[config.mk]
export PLATFORM = sky130hd
export DESIGN_NAME = rmq_div
export DESIGN_NICKNAME = d
export VERILOG_FILES = /design/src/hw/rtl/rmq_pkg.sv /design/src/hw/rtl/rmq_div.sv
export SDC_FILE = /design/constraint.sdc
export NUM_CORES = 2
export LEC_CHECK = 0
export BUFFER_PORTS_ARGS = -buffer_cell sky130_fd_sc_hd__buf_2
export CAP_MARGIN = 20
export CORE_MARGIN = 2
export CORE_UTILIZATION = 45
export CTS_BUF_LIST = sky130_fd_sc_hd__clkbuf_4
export DETAILED_ROUTE_END_ITERATION = 10
export PLACE_DENSITY_LB_ADDON = 0.2
export SYNTH_ARGS = -nofsm -noshare
export SYNTH_HDL_FRONTEND = slang
export SYNTH_SLANG_ARGS = --single-unit
export TNS_END_PERCENT = 20
[constraint.sdc]
create_clock -name clk -period 4.5 [get_ports clk]
set_clock_uncertainty 0.05 [all_clocks]
set_input_delay 0.9 -clock clk [delete_from_list [all_inputs] [get_ports clk]]
set_output_delay 0.9 -clock clk [all_outputs]
set_load 0.03 [all_outputs]
[src/hw/rtl/rmq_pkg.sv]
// ----------------------------------------------------------------------------
// rmq_pkg
// Shared widths, axis codes and pipeline payload types for the rotation
// matrix to quaternion converter.
// ----------------------------------------------------------------------------
`default_nettype none

package rmq_pkg;

    // element and result format, signed q2.14
    localparam int E_W = 16;
    localparam int FX_ONE = 16384;

    // trace of four elements and pivot radicand before the sign test
    localparam int T_W = 19;
    // positive radicand, raw unsigned q4.14
    localparam int R_W = 18;
    // radicand is scaled by 2^FRAC_SHIFT before the square root
    localparam int FRAC_SHIFT = 30;
    // square root result, unsigned q.22
    localparam int S_W = 24;
    localparam int SQRT_STAGES = S_W;

    // numerator: sum or difference of two elements
    localparam int N_W = 17;
    // numerator scale factor 2^21
    localparam int NUM_SHIFT = 21;
    // scaled numerator plus rounding half
    localparam int A_W = 38;
    // quotient bits, one per divider stage
    localparam int Q_W = 23;
    localparam int DIV_STAGES = Q_W;

    // pivot axis codes
    localparam logic [1:0] AXIS_X = 2'd0;
    localparam logic [1:0] AXIS_Y = 2'd1;
    localparam logic [1:0] AXIS_Z = 2'd2;

    // branch and error control that rides along with each word
    typedef struct packed {
        logic       direct;
        logic [1:0] piv;
        logic       bad;
    } ctrl_t;

    // sideband carried beside the square root
    typedef struct packed {
        ctrl_t                 ctrl;
        logic signed [N_W-1:0] n0;
        logic signed [N_W-1:0] n1;
        logic signed [N_W-1:0] n2;
    } sqrt_side_t;

    // sideband carried beside the dividers
    typedef struct packed {
        ctrl_t          ctrl;
        logic [2:0]     neg;
        logic [E_W-1:0] pv;
    } div_side_t;

endpackage

`default_nettype wire

[src/hw/rtl/rmq_div.sv]
// ----------------------------------------------------------------------------
// rmq_div
// Pipelined restoring divider lane, one quotient bit per stage.
// ----------------------------------------------------------------------------
`default_nettype none

module rmq_div (
    input  wire logic                    clk,
    input  wire logic                    en,
    input  wire logic [rmq_pkg::A_W-1:0] num,
    input  wire logic [rmq_pkg::S_W-1:0] den,
    output logic      [rmq_pkg::Q_W-1:0] quo
);
    import rmq_pkg::*;

    logic [S_W-1:0] rem_reg [DIV_STAGES-1];
    logic [S_W-1:0] den_reg [DIV_STAGES-1];
    logic [Q_W-1:0] lo_reg  [DIV_STAGES-1];
    logic [Q_W-1:0] quo_reg [DIV_STAGES];

    for (genvar t = 0; t < DIV_STAGES; t++) begin : g_stage
        logic [S_W-1:0] rem_in;
        logic [S_W-1:0] den_in;
        logic [Q_W-1:0] lo_in;
        logic [Q_W-1:0] quo_in;
        logic [S_W:0]   cur;
        logic           ge;

        // top numerator bits seed the remainder
        if (t == 0) begin : g_first
            assign rem_in = S_W'(num[A_W-1:Q_W]);
            assign den_in = den;
            assign lo_in  = num[Q_W-1:0];
            assign quo_in = '0;
        end
        else begin : g_next
            assign rem_in = rem_reg[t-1];
            assign den_in = den_reg[t-1];
            assign lo_in  = lo_reg[t-1];
            assign quo_in = quo_reg[t-1];
        end

        // shift in one numerator bit and trial subtract
        assign cur = {rem_in, lo_in[Q_W-1-t]};
        assign ge  = cur >= {1'b0, den_in};

        always_ff @(posedge clk)
        begin
            if (en)
            begin
                quo_reg[t] <= {quo_in[Q_W-2:0], ge};
            end
        end

        if (t < DIV_STAGES - 1) begin : g_carry
            always_ff @(posedge clk)
            begin
                if (en)
                begin
                    rem_reg[t] <= ge ? S_W'(cur - {1'b0, den_in}) : S_W'(cur);
                    den_reg[t] <= den_in;
                    lo_reg[t]  <= lo_in;
                end
            end
        end
    end

    assign quo = quo_reg[DIV_STAGES-1];

endmodule

`default_nettype wire

==> impl_metrics.yaml <==
floorplanning:
  num_rows: 155
  fp.dieH_um: 426
  start_util_pct: 45.2
  ioPinCount: 87
  fp.coreArea_um2: 178000
  die_w_um: 426
  die_area_um2: 182000
worst_setup_path:
  r2r_cells: 14
  worst-path-max-fanout: 24
  start_kind: "flip-flop"
  crit_required_ps: 5440
  crit_start: "den_reg[0][49]"
  rr_endpoint: "rem_reg[0][93]"
  arrival_ps: 5110
  endpoint_kind: "flip-flop"
  worstSetupPathType: "flip-flop to flip-flop"
  r2r_start: "den_reg[0][49]"
  reg2reg_slack_ps: 330
min_path:
  min_path_cells: 2
  hp-start: "den[17]"
  min_to: "den_reg[0][17]"
  hp-class: "input pin to flip-flop"
global_route:
  grt_start_max_net_pins: 105
  grt_pass1_wl_um: 264000
  antenna_found_initial: 5
  grt_usage_pct: 18.3
  grt_pass1_vias: 50800
  gr-total-overflow: 0
cts:
  cts_resized: 0
  cts_max_level: 5
  numCtsBuffers: 438
  clkLatencyLatePin_ps: 1310
  cts-hold-fix-buffers: 63
  cts_setup_buffers: 0
  clkSlewWorstSetupHoldPaths_ps: 60
  cts_root_buf: "clkbuf_4"
  cts_tree: "done"
  cts_num_sinks: 1585
  clk_path_buf_depth: 4
sta:
  rsz0062_at_grt: "no"
  hold_violations: 0
  fin_ws_ps: 334
  period_needed_ps: 4170
  tns_ps: 0
  setup-violations-final: 0
  period_share_pct: 92.6
  relSlewSlack_pct: 31.7
  worst_pin_slew_ps: 1020
  fmax_mhz: 240
  final_max_slew_viol_count: 0
  holdWs_ps: 279
synth:
  synth_commonest_cells: "edfxtp_1, inv_1, ha_1, a21oi_1, mux2_2"
  synth-edff-count: 1585
  synth.yosys.warnings: 0
  yosysSeqAreaShare_pct: 59.3
  synth_seq_cells: 1585
  yosysTopAreaCellShare_pct: 59.3
  synth_area_um2: 80300
  yosys-top-cells-area: "edfxtp_1, ha_1, mux2_2, inv_1, xnor2_1"
  synth_fp_nets: 6892
  synth_cells: 6262
  syn_avg_cell_area_um2: 12.8
  async_reset_ff_share_pct: 0
  yosysMostFrequentCell: "edfxtp_1"
  synth_flop_cell: "edfxtp_1"
  synth_area_leader_cell: "edfxtp_1"
  ys_types: 82
layout:
  area_growth_pct: 12.4
  drive_gt1_share_pct: 17.2
  final_nets: 7489
  stdcell_area_um2: 90300
  multi_input_area_um2: 29800
  seqCellArea_um2: 47600
  fillers: 15500
power:
  p_int_mw: 39.6
  power_frac_clock_pct: 20.2
  switching_share_pct: 34.7
  combPwrFrac_pct: 41.9
  switchingPower_mw: 21.0
  powerDensity_nw_per_um2: 672
  vdd_drop_max_v: 0.000358
  p_leak_nw: 36.8
  seqPwrFrac_pct: 37.8
job:
  cap_violations: 0
route:
  drt_first_pass_iters: 8
  vias: 50100
  drc: 0
  drtIter0Drc: 3202
  wl_per_cell_um: 17.4
  ant_nets: 0
  vias_per_cell: 5.26
  wirelength_um: 166000
place:
  place_hpwl_um: 120000
  port_buffers: 86
  placed_cell_area_um2: 84400
  dp_slack_ps: 349
  gp_congestion: 0.896
status:
  status: "finished, final reports clean"
-- metal layers --
metal	wire length (um)	GRT usage, %	part of all wire, %	up-vias
met2	83600	32.2	50	1143
met1	67000	21.1	40	23800
li1	-	-	-	24600
met4	8010	9.62	4.8	0
met3	7040	3.47	4.2	490
met5	0	0	0	-
-- final cells by class --
type                       count  share of cell area [%]
sequential                  1585                    52.7
multi-input combinational   3901                    33.0
clock buffer                 631                    5.25
tap                         2355                    3.26
inverter                     694                    2.89
timing repair buffer         239                    2.26
clock inverter               110                   0.556
antenna                        7                  0.0194
-- how the worst max path moves through the flow --
stage	cells after the start	slack, ps	end
after floorplan	15	850	rem_reg[0][13]
after global placement	15	430	rem_reg[0][15]
after detailed placement	14	350	rem_reg[0][74]
after CTS	14	320	rem_reg[0][93]
after global routing	14	180	rem_reg[0][93]
final	14	330	rem_reg[0][93]
-- cells in the final DEF, fill, tap and decap left out, drive strengths merged, types with 20 or more instances in the layout --
| cell type | n |
|---|---|
| dlygate4sd3 | 63 |
| a21oi | 350 |
| nand4 | 53 |
| a21boi | 25 |
| a211oi | 40 |
| ha | 544 |
| inv | 695 |
| mux2 | 354 |
| nand2b | 88 |
| nor2b | 75 |
| o21a | 79 |
| nor3 | 76 |
| o31a | 20 |
| mux2i | 42 |
| nor2 | 259 |
| a31oi | 52 |
| or3 | 25 |
| clkinv | 104 |
| o21ai | 333 |
| o21bai | 53 |
| o31ai | 40 |
| nand2 | 324 |
| nand3 | 103 |
| and3 | 44 |
| clkbuf | 631 |
| a21o | 211 |
| xnor2 | 287 |
| buf | 176 |
| fa | 22 |
| o211ai | 25 |
| xor2 | 135 |
| edfxtp | 1585 |
| or2 | 30 |
-- power groups by stage --
| stage | combinational (mW) | sequential [mW] | clock (mW) |
|---|---|---|---|
| finish | 25.4 | 22.9 | 12.3 |
| global placement | 24.8 | 23.3 | 0 |
| global route | 28.3 | 23.2 | 13.6 |
| detailed placement | 25.2 | 23.3 | 0 |
| floorplan | 19.6 | 22.3 | 0 |
| CTS | 25.5 | 23.0 | 12.9 |
-- worst max-delay path, stage by stage (launching register included) --
cell and delay [ps]:
edfxtp_1 470, inv_1 90, ha_1 230, nor2b_1 140, o21a_1 170, o21ai_0 300
a21oi_1 200, o31ai_1 360, buf_4 200, o211ai_1 110, a221oi_1 330, o21ai_0 220
a211oi_4 270, buf_4 350, mux2_2 390
-- through the flow --
stage	std cells	power, mW	util (%)
finish	9522	60.6	50.8
global route	9521	65.2	50.8
CTS	9515	61.3	50.7
floorplan	6262	41.9	-
global placement	8711	48.1	47.4
detailed placement	8711	48.5	47.4
-- cell families after synthesis --
family / count (synthesis) / share of synthesized area, %
compound gates: 1362 / 10.9
xor+xnor: 422 / 4.60
fa+ha+maj: 566 / 9.02
buf+inv: 776 / 3.70
flops: 1585 / 59.3
mux: 396 / 5.49
simple gates: 1155 / 7.02
Power figures use the tool's default switching activity.
