File: src/hw/rtl/rmq_pkg.sv
// ----------------------------------------------------------------------------
// rmq_pkg
// Shared widths, axis codes and pipeline payload types for the rotation
// matrix to quaternion converter.
// ----------------------------------------------------------------------------
`default_nettype none

package rmq_pkg;

    // element and result format, signed q2.14
    localparam int E_W = 16;
    localparam int FX_ONE = 16384;

    // trace of four elements and pivot radicand before the sign test
    localparam int T_W = 19;
    // positive radicand, raw unsigned q4.14
    localparam int R_W = 18;
    // radicand is scaled by 2^FRAC_SHIFT before the square root
    localparam int FRAC_SHIFT = 30;
    // square root result, unsigned q.22
    localparam int S_W = 24;
    localparam int SQRT_STAGES = S_W;

    // numerator: sum or difference of two elements
    localparam int N_W = 17;
    // numerator scale factor 2^21
    localparam int NUM_SHIFT = 21;
    // scaled numerator plus rounding half
    localparam int A_W = 38;
    // quotient bits, one per divider stage
    localparam int Q_W = 23;
    localparam int DIV_STAGES = Q_W;

    // pivot axis codes
    localparam logic [1:0] AXIS_X = 2'd0;
    localparam logic [1:0] AXIS_Y = 2'd1;
    localparam logic [1:0] AXIS_Z = 2'd2;

    // branch and error control that rides along with each word
    typedef struct packed {
        logic       direct;
        logic [1:0] piv;
        logic       bad;
    } ctrl_t;

    // sideband carried beside the square root
    typedef struct packed {
        ctrl_t                 ctrl;
        logic signed [N_W-1:0] n0;
        logic signed [N_W-1:0] n1;
        logic signed [N_W-1:0] n2;
    } sqrt_side_t;

    // sideband carried beside the dividers
    typedef struct packed {
        ctrl_t          ctrl;
        logic [2:0]     neg;
        logic [E_W-1:0] pv;
    } div_side_t;

endpackage

`default_nettype wire

File: src/hw/rtl/rmq_isqrt.sv
// ----------------------------------------------------------------------------
// rmq_isqrt
// Pipelined integer square root of rad * 2^30, one result bit per stage.
// ----------------------------------------------------------------------------
`default_nettype none

module rmq_isqrt (
    input  wire logic                    clk,
    input  wire logic                    en,
    input  wire logic [rmq_pkg::R_W-1:0] rad,
    output logic      [rmq_pkg::S_W-1:0] root
);
    import rmq_pkg::*;

    // stages that still consume nonzero radicand bits
    localparam int RAD_STAGES = SQRT_STAGES - FRAC_SHIFT / 2;

    logic [R_W-1:0] rad_reg  [RAD_STAGES-1];
    logic [S_W:0]   rem_reg  [SQRT_STAGES-1];
    logic [S_W-1:0] root_reg [SQRT_STAGES];

    for (genvar t = 0; t < SQRT_STAGES; t++) begin : g_stage
        localparam int P = SQRT_STAGES - 1 - t;

        logic [1:0]     pair;
        logic [S_W:0]   rem_in;
        logic [S_W-1:0] root_in;
        logic [S_W+2:0] cur;
        logic [S_W+2:0] trial;
        logic           ge;

        // previous partial root and remainder
        if (t == 0) begin : g_first
            assign rem_in  = '0;
            assign root_in = '0;
        end
        else begin : g_next
            assign rem_in  = rem_reg[t-1];
            assign root_in = root_reg[t-1];
        end

        // next two radicand bits
        if (P >= FRAC_SHIFT / 2) begin : g_pair
            if (t == 0) begin : g_src_in
                assign pair = rad[2*P+1-FRAC_SHIFT -: 2];
            end
            else begin : g_src_reg
                assign pair = rad_reg[t-1][2*P+1-FRAC_SHIFT -: 2];
            end
        end
        else begin : g_zero
            assign pair = 2'b00;
        end

        // trial subtract of 4*root+1
        assign cur   = {rem_in, pair};
        assign trial = {1'b0, root_in, 2'b01};
        assign ge    = cur >= trial;

        always_ff @(posedge clk)
        begin
            if (en)
            begin
                root_reg[t] <= {root_in[S_W-2:0], ge};
            end
        end

        if (t < SQRT_STAGES - 1) begin : g_rem
            always_ff @(posedge clk)
            begin
                if (en)
                begin
                    rem_reg[t] <= ge ? (S_W+1)'(cur - trial) : (S_W+1)'(cur);
                end
            end
        end

        if (t < RAD_STAGES - 1) begin : g_rad
            if (t == 0) begin : g_rad_in
                always_ff @(posedge clk)
                begin
                    if (en)
                    begin
                        rad_reg[t] <= rad;
                    end
                end
            end
            else begin : g_rad_shift
                always_ff @(posedge clk)
                begin
                    if (en)
                    begin
                        rad_reg[t] <= rad_reg[t-1];
                    end
                end
            end
        end
    end

    assign root = root_reg[SQRT_STAGES-1];

endmodule

`default_nettype wire

File: config.mk
export PLATFORM = sky130hd
export DESIGN_NAME = rmq_isqrt
export DESIGN_NICKNAME = d
export VERILOG_FILES = /design/src/hw/rtl/rmq_pkg.sv /design/src/hw/rtl/rmq_isqrt.sv
export SDC_FILE = /design/constraint.sdc
export NUM_CORES = 2
export LEC_CHECK = 0
export ABC_CLOCK_PERIOD_IN_PS = 3600
export BUFFER_PORTS_ARGS = -buffer_cell sky130_fd_sc_hd__buf_2
export CORE_MARGIN = 3
export CORE_UTILIZATION = 50
export DETAILED_ROUTE_END_ITERATION = 10
export PLACE_DENSITY = 0.7
export SETUP_SLACK_MARGIN = 0.05
export SLEW_MARGIN = 20
export SYNTH_ARGS = -nofsm -noshare
export SYNTH_HDL_FRONTEND = slang
export SYNTH_SLANG_ARGS = --single-unit
File: constraint.sdc
create_clock -name clk -period 3.6 [get_ports clk]
set_input_delay 0.18 -clock clk [delete_from_list [all_inputs] [get_ports clk]]
set_output_delay 0.18 -clock clk [all_outputs]
set_load 0.03 [all_outputs]
==> flow_metrics.env <==
export IMPL_utilization=0.568
export IMPL_required_ps=3970
export IMPL_vias=30600
export IMPL_synth_nets=4378
export IMPL_fill_cells=7641
export IMPL_std_cell_rows=112
export IMPL_fin_setup_tns_ps=0
export IMPL_ys_async_sr_fraction=0
export IMPL_worst_pin_slew_ps=891
export IMPL_slew_headroom=0.400
export IMPL_placed_area_um2=49900
export IMPL_max_cap_violations=0
export IMPL_root_buffer="clkbuf_16"
export IMPL_synth_edff_count=901
export IMPL_hold_path_class="input pin to flop"
export IMPL_drive_above_1_share=0.0899
export IMPL_cts_max_level=3
export IMPL_routed_wl_um=90800
export IMPL_fmax_mhz=299
export IMPL_core_um2=93900
export IMPL_yosysWarnings=0
export IMPL_slew_viol_final=0
export IMPL_hold_viol_final=0
export IMPL_largest_reg_flops=543
export IMPL_dpl_hpwl_um=67300
export IMPL_n_antenna_cell=0
export IMPL_final_setup_worst_slack_ps=254
export IMPL_routedWlPerCell_um=16.4
export IMPL_avgSynthCellArea_um2=11.8
export IMPL_cts_num_sinks=901
export IMPL_grt_start_max_net_pins=87
export IMPL_mostFrequentLayoutCell="edfxtp_1"
export IMPL_rsz0062_at_grt="no"
export IMPL_start_util=0.508
export IMPL_first_iter_violations=2035
export IMPL_die_w_um=315
export IMPL_clkTransAtPathRegs_ps=60
export IMPL_cp_end_kind="flop"
export IMPL_viasPerCell=5.51
export IMPL_fin_total_pwr_mw=30.6
export IMPL_ant_nets=0
export IMPL_powerDensity_nw_per_um2=573
export IMPL_antenna_found_initial=0
export IMPL_rr_startpoint="rem_reg[20][1]$_DFFE_PP_"
export IMPL_startpoint_type="flop"
export IMPL_setup_viol=0
export IMPL_fp_dieH_um=315
export IMPL_cts_buffer_depth=3
export IMPL_leakagePower_nw=20.8
export IMPL_gr_total_overflow=0
export IMPL_cts_tree="done"
export IMPL_syn_to_final_growth_pct=11.9
export IMPL_syn_inst=4048
export IMPL_clk_insertion_delay_late_ps=670
export IMPL_drt_pass1_iterations=6
export IMPL_ios=44
export IMPL_synth_top_flop_cell="edfxtp_1"
export IMPL_status="completed"
export IMPL_grt_pass1_wl_um=151000
export IMPL_irDropWorstVdd_uv=477
export IMPL_grt_usage=0.186
export IMPL_synth_seq_cells=901
export IMPL_nets=4547
export IMPL_stdcell_area_um2=53400
export IMPL_gp_congestion=0.892
export IMPL_yosysSeqAreaShare=0.567
export IMPL_numCtsBuffers=97
export IMPL_post_route_period_util=0.929
export IMPL_grt_pass1_vias=30400
export IMPL_cp_startpoint="rem_reg[20][1]$_DFFE_PP_"
export IMPL_worstPathMaxFanout=24
export IMPL_critical_path_class="flop to flop"
export IMPL_timing_final_crit_period_ps=3350
export IMPL_portBuffers=43
export IMPL_worstPathArrival_ps=3720
export IMPL_worstHoldStart="en"
export IMPL_multiInputGateArea_um2=19100
export IMPL_final_cell_mix="edfxtp_1, inv_1, ha_1"
export IMPL_remaining_drc_errors=0
export IMPL_ys_types=86
export IMPL_dp_slack_ps=-6.48
export IMPL_seqCellArea_um2=27100
export IMPL_syn_area_um2=47700
export IMPL_fin_skew_ps=48.5
export IMPL_die_area_um2=99100
-- per-layer routing --
layer | GRT usage | part of all wire | vias to the layer above
met5 | 0 | 0 | -
met4 | 0.0576 | 0.027 | 0
met3 | 0.0256 | 0.036 | 171
met2 | 0.338 | 0.51 | 591
met1 | 0.229 | 0.42 | 14600
li1 | - | - | 15200
-- per-stage QoR --
stage | hold WS (ps) | cells
after floorplan | 279 | 4048
after global placement | 359 | 5353
after detailed placement | 358 | 5353
after CTS | 14.3 | 5550
after global routing | 33.6 | 5550
final | 30.5 | 5550
-- where the power goes --
group,internal [mW],switching (mW)
clock,5.88,4.10
sequential,13.4,0.967
combinational,2.84,3.42
total,22.1,8.49
-- path summary, 6_finish.rpt --
check                               to  slack [ps]  cells after the start
max          rem_reg[21][18]$_DFFE_PP_         250                     10
min reg2reg   rad_reg[0][54]$_DFFE_PP_         420                      0
min          root_reg[1][72]$_DFFE_PP_          30                      1
max reg2reg  rem_reg[21][18]$_DFFE_PP_         250                     10
-- worst max-delay path: stages (launching register included) --
cell and delay (ps):
edfxtp_1 460, ha_1 340, a211oi_1 260, o21bai_1 110, a21oi_1 300, o41a_1 260
o21ai_0 180, o41ai_1 440, nand3b_1 130, buf_4 250, mux2_2 310
-- layout make-up --
cell class,count,share of cell area
Clock inverter,67,0.0135
Sequential cell,901,0.507
Inverter,384,0.0270
Multi-Input combinational cell,2711,0.357
Clock buffer,111,0.0469
Timing Repair Buffer,122,0.0188
Tap cell,1254,0.0294
-- cells by family (layout without fill, tap and decap cells) --
family	count (synthesis)	count (layout)	share of synthesized area
and+or+nand+nor	1050	1050	0.107
xor gates and xnor gates	401	401	0.0736
DFF	901	901	0.567
AOI/OAI and AO/OA	861	861	0.112
other	1	1	0.0000786
adders and majority gates	310	310	0.0835
muxes	88	88	0.0207
buffers and inverters	436	684	0.0349
-- timing repair --
item / in CTS / in global routing
setup endpoints to repair: 1 / 19
hold endpoints to repair: 19 / 0
setup buffers: 0 / 0
pin swaps: 0 / 0
hold buffers: 19 / 0
resized for setup: 1 / 10
-- cells in the mapped netlist, types with 11 or more instances --
| library cell | instances | area (um2) |
|---|---|---|
| edfxtp_1 | 901 | 27100 |
| inv_1 | 382 | 1430 |
| ha_1 | 296 | 3700 |
| nand2_1 | 280 | 1050 |
| nor2_1 | 277 | 1040 |
| a21oi_1 | 252 | 1260 |
| o21ai_0 | 237 | 1190 |
| xnor2_1 | 213 | 1870 |
| xor2_1 | 188 | 1650 |
| nor3_1 | 108 | 541 |
| a21o_1 | 95 | 713 |
| mux2_2 | 85 | 957 |
| nand3_1 | 64 | 320 |
| nor4_1 | 62 | 388 |
| o21a_1 | 47 | 353 |
| nand2b_1 | 46 | 288 |
| or3_1 | 41 | 257 |
| clkbuf_1 | 40 | 150 |
| o21bai_1 | 37 | 278 |
| a211oi_1 | 35 | 263 |
| nand4_1 | 28 | 175 |
| nor2b_1 | 23 | 144 |
| or4_1 | 23 | 173 |
| o31ai_1 | 21 | 158 |
| a31oi_1 | 19 | 119 |
| or2_2 | 17 | 106 |
| fa_1 | 14 | 280 |
| o211ai_1 | 14 | 105 |
| and2_1 | 13 | 81.3 |
| and3_1 | 13 | 81.3 |
| a2111oi_0 | 12 | 105 |
| nand3b_1 | 12 | 90.1 |
| nor3b_1 | 11 | 82.6 |
Note: power is estimated with default switching activity, not from simulation.
